[src/pni_pkg.sv]
// Shared types, constants and helpers for the pixel noise injector.
// Used by pni_prng and prng_pixel_noise_injector; depends on nothing.

package pni_pkg;

   // Generator setup
   localparam logic [63:0] SeedMix            = 64'h6A09E667F3BCC908;
   localparam int          WarmupStepsDefault = 8;

   // xorshift128+ shift amounts
   localparam int ShiftA = 23;
   localparam int ShiftB = 17;
   localparam int ShiftC = 26;

   // Low bits of the group draw that must be zero for a noisy group leader
   localparam logic [2:0] GateMask = 3'h7;

   // Width of a draw folded by 2^16 == 1 (mod 3)
   localparam int FoldW = 18;

   // Commands from the sequencer to the generator
   typedef struct packed {
      logic seed;   // load words from the seed register
      logic step;   // advance one xorshift step and register the draw
   } prng_cmd_type;

   // Residue of a folded draw modulo 3 (4 == 1 mod 3, so 2-bit digits add up)
   function automatic logic [1:0] mod3_fold(input logic [FoldW-1:0] value);
      logic [4:0] digit_sum;
      logic [2:0] small_sum;
      logic [2:0] rem;
      digit_sum = '0;
      for (int i = 0; i < FoldW / 2; i++) begin
         digit_sum = digit_sum + 5'(value[2*i +: 2]);
      end
      small_sum = 3'(digit_sum[1:0]) + 3'(digit_sum[3:2]) + 3'(digit_sum[4]);
      if (small_sum >= 3'd6) begin
         rem = small_sum - 3'd6;
      end else if (small_sum >= 3'd3) begin
         rem = small_sum - 3'd3;
      end else begin
         rem = small_sum;
      end
      return rem[1:0];
   endfunction

endpackage

[src/pni_prng.sv]
// xorshift128+ generator: two 64-bit state words and a registered draw.
// One step per cycle on command; depends on pni_pkg.

module pni_prng (
   input  logic                 clock,
   input  logic                 reset,
   input  pni_pkg::prng_cmd_type cmd,
   input  logic [63:0]          seed_value,
   output logic [63:0]          draw
);

   logic [63:0] first_ff,  first_in;
   logic [63:0] second_ff, second_in;
   logic [63:0] draw_ff,   draw_in;
   logic [63:0] mix;

   // One xorshift step on the current words
   always_comb begin
      mix = first_ff ^ (first_ff << pni_pkg::ShiftA);
      mix = mix ^ (mix >> pni_pkg::ShiftB);
      mix = mix ^ second_ff ^ (second_ff >> pni_pkg::ShiftC);
   end

   // Next-state select: seed, step or hold
   always_comb begin
      first_in  = first_ff;
      second_in = second_ff;
      draw_in   = draw_ff;
      if (cmd.seed) begin
         first_in  = seed_value;
         second_in = seed_value ^ pni_pkg::SeedMix;
      end else if (cmd.step) begin
         first_in  = second_ff;
         second_in = mix;
         draw_in   = second_ff + mix;
      end
   end

   always_ff @(posedge clock) begin
      if (reset) begin
         first_ff  <= '0;
         second_ff <= '0;
      end else begin
         first_ff  <= first_in;
         second_ff <= second_in;
      end
      draw_ff <= draw_in;
   end

   assign draw = draw_ff;

   // Sequencer never seeds and steps in the same cycle
   assert property (@(posedge clock) disable iff (reset) !(cmd.seed && cmd.step))
      else $error("pni_prng: seed and step together");

endmodule

[src/prng_pixel_noise_injector.sv]
// Top level of the pixel noise injector: request/response sequencer,
// seed register and output register. Depends on pni_pkg and pni_prng.
//
//  Channel | Direction | Handshake            | Payload
//  --------+-----------+----------------------+--------------------------------------
//  req     | in        | req_valid/req_stall  | req_pixel_in, req_starts_buffer,
//          |           |                      | req_ends_buffer
//  rsp     | out       | rsp_valid/rsp_stall  | rsp_pixel_out, rsp_last_out
//  csr     | in        | csr_valid/csr_ready  | csr_noise_seed
//
// A zero-seed request goes straight to finish; a plain noisy byte takes one step
// and a fold; a group leader steps first for the gate and is skipped or noised;
// a buffer start first runs WARMUP_STEPS warm-up steps. Requests are taken only in
// idle, after the result loads; the single xorshift step unit does one step a cycle.
// Reset (synchronous, active high) clears the seed, generator words and group count.
// A stalled result holds the sequencer in its last state until the output is free.

module prng_pixel_noise_injector #(
   parameter int WARMUP_STEPS = pni_pkg::WarmupStepsDefault
) (
   input  logic        clock,
   input  logic        reset,
   // Request channel
   input  logic        req_valid,
   output logic        req_stall,
   input  logic [7:0]  req_pixel_in,
   input  logic        req_starts_buffer,
   input  logic        req_ends_buffer,
   // Response channel
   output logic        rsp_valid,
   input  logic        rsp_stall,
   output logic [7:0]  rsp_pixel_out,
   output logic        rsp_last_out,
   // Configuration
   input  logic        csr_valid,
   output logic        csr_ready,
   input  logic [63:0] csr_noise_seed
);

   localparam int WarmW = (WARMUP_STEPS > 1) ? $clog2(WARMUP_STEPS) : 1;

   typedef enum logic [2:0] {
      S_IDLE,
      S_WARM,
      S_GATE,
      S_CHECK,
      S_NOISE,
      S_FOLD,
      S_FINISH
   } state_type;

   state_type                 state_ff,   state_in;
   logic [63:0]               seed_ff,    seed_in;
   logic [2:0]                gpos_ff,    gpos_in;
   logic [WarmW-1:0]          warm_ff,    warm_in;
   logic                      enabled_ff, enabled_in;
   logic                      noisy_ff,   noisy_in;
   logic [7:0]                pixel_ff,   pixel_in;
   logic                      last_ff,    last_in;
   logic [pni_pkg::FoldW-1:0] fold_ff,    fold_in;
   logic                      rvalid_ff,  rvalid_in;
   logic [7:0]                rpixel_ff,  rpixel_in;
   logic                      rlast_ff,   rlast_in;

   pni_pkg::prng_cmd_type     cmd;
   logic [63:0]               draw;
   logic                      req_take;
   logic                      out_free;
   logic [1:0]                residue;
   logic [7:0]                noisy_pixel;

   pni_prng u_prng (
      .clock      (clock),
      .reset      (reset),
      .cmd        (cmd),
      .seed_value (seed_ff),
      .draw       (draw)
   );

   assign req_stall = (state_ff != S_IDLE);
   assign csr_ready = (state_ff == S_IDLE);
   assign req_take  = req_valid && !req_stall;
   assign out_free  = !rvalid_ff || !rsp_stall;

   // Delta from draw mod 3, saturated to a byte
   always_comb begin
      residue     = pni_pkg::mod3_fold(fold_ff);
      noisy_pixel = pixel_ff;
      if (residue == 2'd0) begin
         if (pixel_ff != 8'h00) noisy_pixel = pixel_ff - 8'd1;
      end else if (residue == 2'd2) begin
         if (pixel_ff != 8'hFF) noisy_pixel = pixel_ff + 8'd1;
      end
   end

   // Sequencer
   always_comb begin
      state_in   = state_ff;
      seed_in    = seed_ff;
      gpos_in    = gpos_ff;
      warm_in    = warm_ff;
      enabled_in = enabled_ff;
      noisy_in   = noisy_ff;
      pixel_in   = pixel_ff;
      last_in    = last_ff;
      fold_in    = fold_ff;
      rvalid_in  = rvalid_ff && rsp_stall;
      rpixel_in  = rpixel_ff;
      rlast_in   = rlast_ff;
      cmd        = '0;

      if (csr_valid && csr_ready) seed_in = csr_noise_seed;

      unique case (state_ff)
         S_IDLE: begin
            if (req_take) begin
               pixel_in   = req_pixel_in;
               last_in    = req_ends_buffer;
               enabled_in = (seed_ff != 64'd0);
               noisy_in   = 1'b0;
               warm_in    = '0;
               if (req_starts_buffer) gpos_in = 3'd0;
               if (seed_ff == 64'd0) begin
                  state_in = S_FINISH;
               end else if (req_starts_buffer) begin
                  cmd.seed = 1'b1;
                  state_in = (WARMUP_STEPS > 0) ? S_WARM : S_GATE;
               end else if (gpos_ff == 3'd0) begin
                  state_in = S_GATE;
               end else begin
                  state_in = S_NOISE;
               end
            end
         end
         S_WARM: begin
            cmd.step = 1'b1;
            warm_in  = warm_ff + WarmW'(1);
            if (warm_ff == WarmW'(WARMUP_STEPS - 1)) state_in = S_GATE;
         end
         S_GATE: begin
            cmd.step = 1'b1;
            state_in = S_CHECK;
         end
         S_CHECK: begin
            // Group leader is skipped unless its low draw bits are zero
            if ((draw[2:0] & pni_pkg::GateMask) != 3'd0) begin
               state_in = S_FINISH;
            end else begin
               state_in = S_NOISE;
            end
         end
         S_NOISE: begin
            cmd.step = 1'b1;
            state_in = S_FOLD;
         end
         S_FOLD: begin
            fold_in  = pni_pkg::FoldW'(draw[15:0]) + pni_pkg::FoldW'(draw[31:16])
                     + pni_pkg::FoldW'(draw[47:32]) + pni_pkg::FoldW'(draw[63:48]);
            noisy_in = 1'b1;
            state_in = S_FINISH;
         end
         S_FINISH: begin
            if (out_free) begin
               rvalid_in = 1'b1;
               rpixel_in = noisy_ff ? noisy_pixel : pixel_ff;
               rlast_in  = last_ff;
               gpos_in   = gpos_ff + 3'd1;
               state_in  = S_IDLE;
            end
         end
         default: state_in = S_IDLE;
      endcase
   end

   always_ff @(posedge clock) begin
      if (reset) begin
         state_ff  <= S_IDLE;
         seed_ff   <= '0;
         gpos_ff   <= '0;
         rvalid_ff <= 1'b0;
      end else begin
         state_ff  <= state_in;
         seed_ff   <= seed_in;
         gpos_ff   <= gpos_in;
         rvalid_ff <= rvalid_in;
      end
      warm_ff    <= warm_in;
      enabled_ff <= enabled_in;
      noisy_ff   <= noisy_in;
      pixel_ff   <= pixel_in;
      last_ff    <= last_in;
      fold_ff    <= fold_in;
      rpixel_ff  <= rpixel_in;
      rlast_ff   <= rlast_in;
   end

   assign rsp_valid     = rvalid_ff;
   assign rsp_pixel_out = rpixel_ff;
   assign rsp_last_out  = rlast_ff;

   // A new result only appears right after the finish state
   assert property (@(posedge clock) disable iff (reset)
      (rvalid_ff && !$past(rvalid_ff)) |-> ($past(state_ff) == S_FINISH))
      else $error("result loaded outside finish state");

   // Warm-up counter stays below the step count
   assert property (@(posedge clock) disable iff (reset)
      (state_ff == S_WARM) |-> (int'(warm_ff) < WARMUP_STEPS))
      else $error("warm-up counter overrun");

   // Generator only draws noise when the seed was nonzero at acceptance
   assert property (@(posedge clock) disable iff (reset)
      (state_ff == S_NOISE || state_ff == S_GATE || state_ff == S_WARM) |-> enabled_ff)
      else $error("generator stepped with noise disabled");

   // A skipped group leader goes straight to finish with no noise
   assert property (@(posedge clock) disable iff (reset)
      (state_ff == S_CHECK && draw[2:0] != 3'd0) |=> (state_ff == S_FINISH && !noisy_ff))
      else $error("skipped group leader received noise");

endmodule

[config.mk]
export PLATFORM = sky130hd
export DESIGN_NAME = prng_pixel_noise_injector
export DESIGN_NICKNAME = d
export VERILOG_FILES = /design/src/pni_pkg.sv /design/src/pni_prng.sv /design/src/prng_pixel_noise_injector.sv
export SDC_FILE = /design/constraint.sdc
export NUM_CORES = 1
export LEC_CHECK = 0
export ABC_AREA = 1
export BUFFER_PORTS_ARGS = -buffer_cell sky130_fd_sc_hd__buf_2
export CORE_MARGIN = 3
export CORE_UTILIZATION = 50
export CTS_CLUSTER_SIZE = 30
export DETAILED_ROUTE_END_ITERATION = 6
export PLACE_DENSITY_LB_ADDON = 0.12
export SLEW_MARGIN = 20
export SYNTH_ARGS = -nofsm -noshare
export SYNTH_HDL_FRONTEND = slang
export SYNTH_SLANG_ARGS = --single-unit
[constraint.sdc]
create_clock -name clock -period 6.25 [get_ports clock]
set_input_delay 0.3125 -clock clock [delete_from_list [all_inputs] [get_ports clock]]
set_output_delay 0.3125 -clock clock [all_outputs]
set_load 0.03 [all_outputs]
==> impl_metrics.env, run 1 <==
export IMPL_r2r_cells=25
export IMPL_h_tree_depth=2
export IMPL_crit_required_ns=6.66
export IMPL_status="completed"
export IMPL_die_area_mm2=0.0448
export IMPL_dp_hpwl_um=58400
export IMPL_synth_fp_nets=3182
export IMPL_antenna_left=0
export IMPL_worstMarginPinSlew_ns=1.09
export IMPL_core_area_mm2=0.0413
export IMPL_clk_latency_ns=0.56
export IMPL_drt_iter0_drc=1718
export IMPL_dpl_instance_area_mm2=0.0219
export IMPL_drive_above_1_share_pct=6.19
export IMPL_io_buffers=90
export IMPL_area_growth_syn_to_layout_pct=9.78
export IMPL_relSlewSlack_pct=26.9
export IMPL_ctsRootBufferMaster="clkbuf_16"
export IMPL_vias=19800
export IMPL_synth_seq_cells=303
export IMPL_slew_viol_final=0
export IMPL_routed_wl_um=72900
export IMPL_worst_setup_path_end_kind="flip-flop"
export IMPL_cp_slowest_stage_delay_ns=0.52
export IMPL_grt_pass1_vias=18400
export IMPL_cp_endpoint="rsp_pixel_out[3]"
export IMPL_num_io_pins=91
export IMPL_synthCells=2963
export IMPL_start_util_pct=51.2
export IMPL_fmax_ghz=0.170
export IMPL_drtPass1Iterations=6
export IMPL_gr_usage_all_layers_pct=32.4
export IMPL_crit_path_start_kind="flip-flop"
export IMPL_numCtsBuffers=35
export IMPL_hold_viol_final=0
export IMPL_place_gp_congestion=1.02
export IMPL_drc=0
export IMPL_die_height_um=212
export IMPL_seq_area_frac_synth_pct=33.6
export IMPL_hold_path_class="in -> reg"
export IMPL_cts_tree="yes"
export IMPL_rsz0062_at_grt="no"
export IMPL_path_class="reg -> reg"
export IMPL_cts_sinks=303
export IMPL_antenna_found_initial=2
export IMPL_overflow=0
export IMPL_fin_crit_sh_pct=93.9
export IMPL_fin_area_mm2=0.0232
export IMPL_fin_nets=3247
export IMPL_synth_cell_types=48
export IMPL_finClkSkew_ns=0.0311
export IMPL_final_min_clock_period_ns=5.87
export IMPL_grt_pass1_wl_um=109000
export IMPL_path_clk_slew_ns=0.06
export IMPL_timing_setup_tns_ns=0
export IMPL_yosysWarnings=0
export IMPL_die_x_um=212
export IMPL_worstSetupPathDepth=25
export IMPL_rows=74
export IMPL_path_max_fanout=5
export IMPL_max_cap_violations=0
export IMPL_setup_viol=0
export IMPL_holdPathStages=3
export IMPL_clockBufferDepth=3
export IMPL_r2r_start="fold_ff[0]"
export IMPL_crit_buf_inv=3
export IMPL_critical_path_arrival_ns=6.28
export IMPL_reg2reg_to="rsp_pixel_out[3]"
export IMPL_cpMostUsedCell="fa_1"
export IMPL_r2r_slack_ns=0.38
export IMPL_syn_area_mm2=0.0211
export IMPL_wire_per_inst_um=20.3
export IMPL_postSynthAreaPerCell_um2=7.14
export IMPL_slowest_stage="fa_1"
export IMPL_viasPerCell=5.52
export IMPL_crit_family="adder cells"
export IMPL_grt_max_degree=93
export IMPL_crit_start="fold_ff[0]"
cells in the mapped netlist, drive strengths merged:
cell type | instances | area, um^2
nand2 | 729 | 2750
dfxtp | 199 | 3980
nand3 | 109 | 558
o211ai | 2 | 15.0
inv | 431 | 1620
a22oi | 1 | 7.51
o41ai | 1 | 8.76
o2bb2ai | 10 | 87.6
o21bai | 12 | 90.1
o21a | 3 | 22.5
a21o | 8 | 60.1
xor2 | 153 | 1340
a211oi | 1 | 7.51
a311oi | 1 | 8.76
nand4 | 37 | 231
a31oi | 6 | 37.5
nor3 | 17 | 90.1
clkinv | 1 | 3.75
nor2 | 336 | 1270
o21ai | 192 | 961
o22ai | 49 | 307
buf | 38 | 229
nor4 | 2 | 12.5
fa | 48 | 961
edfxtp | 104 | 3120
ha | 92 | 1150
and2 | 2 | 12.5
xnor2 | 79 | 699
a21boi | 2 | 15.0
or2 | 4 | 25.0
nand3b | 14 | 105
a21oi | 237 | 1190
nor3b | 1 | 7.51
clkbuf | 42 | 160
placed cells by master (no fill, tap or decap), types with 11 or more instances in the layout:
cell type  instances
edfxtp_1         104
inv_1            406
xnor2_1           78
o21bai_1          12
dfxtp_1          199
fa_1              48
clkbuf_16         36
xor2_1           153
clkbuf_1          11
nand3_1          108
a21oi_1          236
nor3_1            16
nand4_1           37
nand3b_1          14
nor2_1           333
o21ai_0          191
inv_2             23
buf_2             89
ha_1              92
nand2_1          726
o22ai_1           49
kinds of logic after synthesis:
logic type,after synthesis,share of synthesized area (%)
and+or+nand+nor,1251,23.9
adders and majority gates,140,9.99
AOI/OAI and AO/OA,525,13.3
xor gates and xnor gates,232,9.65
DFF,303,33.6
buffers and inverters,512,9.51
stage by stage:
step	std cells	util, %	hold slack (ns)	setup slack [ns]
finish	3587	56.2	0.0335	0.381
global route	3586	56.2	0.0360	0.0176
CTS	3585	56.2	0.0177	0.213
detailed placement	3512	53.1	0.405	0.265
global placement	3512	53.1	0.403	0.354
floorplan	2963	-	0.400	0.681
how the worst min path moves through the flow:
stage | from | endpoint | slack, ns
after floorplan | last_ff | rsp_last_out | 0.40
after global placement | last_ff | rsp_last_out | 0.40
after detailed placement | last_ff | rsp_last_out | 0.41
after CTS | csr_noise_seed[23] | seed_ff[23] | 0.02
after global routing | csr_noise_seed[23] | seed_ff[23] | 0.04
final | csr_noise_seed[60] | seed_ff[60] | 0.03
worst reg2reg max path, cell delays in order (launching register included):
cell and delay, ns:
edfxtp_1 0.40, fa_1 0.52, fa_1 0.52, inv_1 0.05, fa_1 0.49, fa_1 0.42
fa_1 0.37, inv_1 0.10, fa_1 0.21, a21o_1 0.12, a21oi_1 0.07, fa_1 0.36
inv_1 0.07, fa_1 0.48, ha_1 0.22, nor2_1 0.19, o21ai_1 0.10, nand2_1 0.06
nand2_1 0.04, o21ai_0 0.13, nand2_1 0.17, nor2_4 0.17, nand2_1 0.09, a21oi_1 0.15
o21ai_0 0.09, a21oi_1 0.12
area by class of cell:
class | count | area, um^2
diodes | 1 | 2.50
clock buffers | 48 | 956
clock inverters | 15 | 195
fillers | 4004 | 18100
inverters | 432 | 1630
multi-input cells | 2148 | 12000
flip-flops and latches | 303 | 7110
well taps | 532 | 666
repair buffers | 108 | 613
routing by layer:
layer | up-vias | share of wire (%) | global-route usage, % | wire length (um)
met2 | 761 | 45 | 51.7 | 32700
li1 | 9632 | - | - | -
met3 | 175 | 6.9 | 4.99 | 5070
met1 | 9221 | 42 | 42.5 | 30800
met4 | 2 | 5.9 | 17.4 | 4300
met5 | - | 0.022 | 0 | 16
repair_timing:
action,4_1_cts,5_1_grt
hold endpoints to repair,10,0
buffers inserted,0,1
endpoints found under the setup margin,0,3
hold buffers,10,0
resized for setup,0,2
sequential cells by signal, summed over array words and instances, names as in the netlist:
| name | flops |
|---|---|
| noisy_ff | 1 |
| last_ff | 1 |
| u_prng.draw | 64 |
| u_prng.first_ff | 64 |
| fold_ff | 18 |
| rsp_last_out | 1 |
| rsp_valid | 1 |
| u_prng.second_ff | 64 |
| pixel_ff | 8 |
| warm_ff | 3 |
| seed_ff | 64 |
| rsp_pixel_out | 8 |
| state_ff | 3 |
| gpos_ff | 3 |
Power of run 1 is left out: the tool's default activity adds up to more than one toggle a clock period on the data nets, which glitch-free logic cannot reach.
==> run 2: changes to the inputs <==
--- a/config.mk
+++ b/config.mk
@@ -9,9 +9,11 @@
 export BUFFER_PORTS_ARGS = -buffer_cell sky130_fd_sc_hd__buf_2
 export CORE_MARGIN = 3
 export CORE_UTILIZATION = 50
+export CTS_BUF_LIST = sky130_fd_sc_hd__clkbuf_16
 export CTS_CLUSTER_SIZE = 30
 export DETAILED_ROUTE_END_ITERATION = 6
 export PLACE_DENSITY_LB_ADDON = 0.12
+export RECOVER_POWER = 100
 export SLEW_MARGIN = 20
 export SYNTH_ARGS = -nofsm -noshare
 export SYNTH_HDL_FRONTEND = slang
==> run 2 against run 1 <==
Compared with the run above:
- the run now ends with capacitance limit, slew limit left
- die area stayed put
- non-clock buffer count unchanged
- core utilization fell by 0.14 points
- setup slack worse by 0.064 ns
- wire length is 0.16% lower
- clock skew hardly changed
- global-route usage barely moved
- worst hold slack got worse by 0.00076 ns
- fmax down 1.1%
- critical endpoint is now u_prng.second_ff[37]
- largest cell class unchanged
==> impl_metrics.env, run 2 (synthesis results as in run 1) <==
export IMPL_antenna_left=0
export IMPL_violations="capacitance limit, slew limit"
export IMPL_area_growth_syn_to_layout_pct=9.52
export IMPL_wire_per_inst_um=20.3
export IMPL_final_cell_mix="nand2_1 (727), inv_1 (418), nor2_1 (335)"
export IMPL_drive_above_1_share_pct=5.50
export IMPL_drt_iter0_drc=1688
export IMPL_status="finished, violations left"
export IMPL_ctsRootBufferMaster="clkbuf_16"
export IMPL_cts_tree="yes"
export IMPL_viasPerCell=5.49
export IMPL_finClkSkew_ns=0.0308
export IMPL_die_area_mm2=0.0448
export IMPL_routed_wl_um=72800
export IMPL_numCtsBuffers=35
export IMPL_worstMarginPinSlew_ns=3.13
export IMPL_final_min_clock_period_ns=5.93
export IMPL_die_x_um=212
export IMPL_antenna_found_initial=2
export IMPL_fin_crit_sh_pct=94.9
export IMPL_place_gp_congestion=1.02
export IMPL_drc=0
export IMPL_fin_nets=3247
export IMPL_slew_viol_final=309
export IMPL_setup_viol=0
export IMPL_clockBufferDepth=3
export IMPL_path_max_fanout=69
export IMPL_overflow=0
export IMPL_drtPass1Iterations=6
export IMPL_cts_sinks=303
export IMPL_path_class="reg -> reg"
export IMPL_final_common_cell="nand2_1"
export IMPL_num_io_pins=91
export IMPL_worst_setup_path_end_kind="flip-flop"
export IMPL_n_fill_cell=4017
export IMPL_die_height_um=212
export IMPL_dp_hpwl_um=58400
export IMPL_fmax_ghz=0.169
export IMPL_critical_path_arrival_ns=6.26
export IMPL_gr_usage_all_layers_pct=32.4
export IMPL_grt_max_degree=93
export IMPL_max_cap_violations=5
export IMPL_rows=74
export IMPL_relSlewSlack_pct=-109
export IMPL_hold_viol_final=0
export IMPL_crit_required_ns=6.58
export IMPL_path_clk_slew_ns=0.06
export IMPL_rsz0062_at_grt="no"
export IMPL_core_area_mm2=0.0413
export IMPL_vias=19700
export IMPL_hold_path_class="in -> reg"
export IMPL_start_util_pct=51.2
export IMPL_grt_pass1_vias=18400
export IMPL_h_tree_depth=2
export IMPL_timing_setup_tns_ns=0
export IMPL_clk_latency_ns=0.56
export IMPL_io_buffers=90
export IMPL_crit_path_start_kind="flip-flop"
export IMPL_grt_pass1_wl_um=109000
## run 2: worst paths after layout
| path | cells after the start | to | slack, ns | startpoint |
|---|---|---|---|---|
| setup / recovery | 9 | u_prng.second_ff[37] | 0.32 | state_ff[2] |
| hold / removal | 3 | seed_ff[60] | 0.03 | csr_noise_seed[60] |
| setup reg to reg | 9 | u_prng.second_ff[37] | 0.32 | state_ff[2] |
| hold reg to reg | 0 | rsp_last_out | 0.42 | last_ff |
## run 2: area by class of cell
cell class	instances	area (um^2)	share of cell area [%]
clock inverters	27	240	1.04
clock buffers	36	901	3.89
repair buffers	108	583	2.52
inverters	432	1630	7.02
multi-input cells	2148	12000	51.9
well taps	532	666	2.87
flip-flops and latches	303	7110	30.7
diodes	2	5.00	0.0216
## run 2: what timing repair did
| action | CTS | global route |
|---|---|---|
| endpoints found under the setup margin | 0 | 3 |
| endpoints found under the hold margin | 10 | 0 |
| gates resized for setup | 0 | 2 |
| hold buffers | 10 | 0 |
| buffers inserted | 0 | 1 |
## run 2: layer usage
metal / share of wire [%] / up-vias / routed length, um / global-route usage [%]
met2: 45 / 745 / 32600 / 51.7
li1: - / 9642 / - / -
met4: 5.9 / 2 / 4300 / 17.4
met1: 42 / 9147 / 30900 / 42.5
met3: 6.9 / 176 / 5020 / 4.99
met5: 0.022 / - / 16 / 0
## run 2: worst max-delay path: stages (launching register included)
cell and delay [ns]:
dfxtp_1 0.33, inv_1 0.09, nand2_1 0.15, nor2_1 0.86, nand3_4 0.62, nand2_1 1.70, clkinv_2 0.75, clkbuf_4 0.73
a21oi_1 0.32, nor2_1 0.06
## run 2: metrics by stage
step / util, % / worst slack (ns) / cells / hold WS [ns] / area [um^2]
5_1_grt: 56.1 / 0.0165 / 3586 / 0.0357 / 23100
2_1_floorplan: - / 0.681 / 2963 / 0.400 / 21100
3_3_place_gp: 53.1 / 0.354 / 3512 / 0.403 / 21900
4_1_cts: 56.1 / 0.212 / 3585 / 0.0175 / 23200
3_5_place_dp: 53.1 / 0.265 / 3512 / 0.405 / 21900
6_report: 56.1 / 0.316 / 3588 / 0.0327 / 23200
Power of run 2 is left out for the same reason.
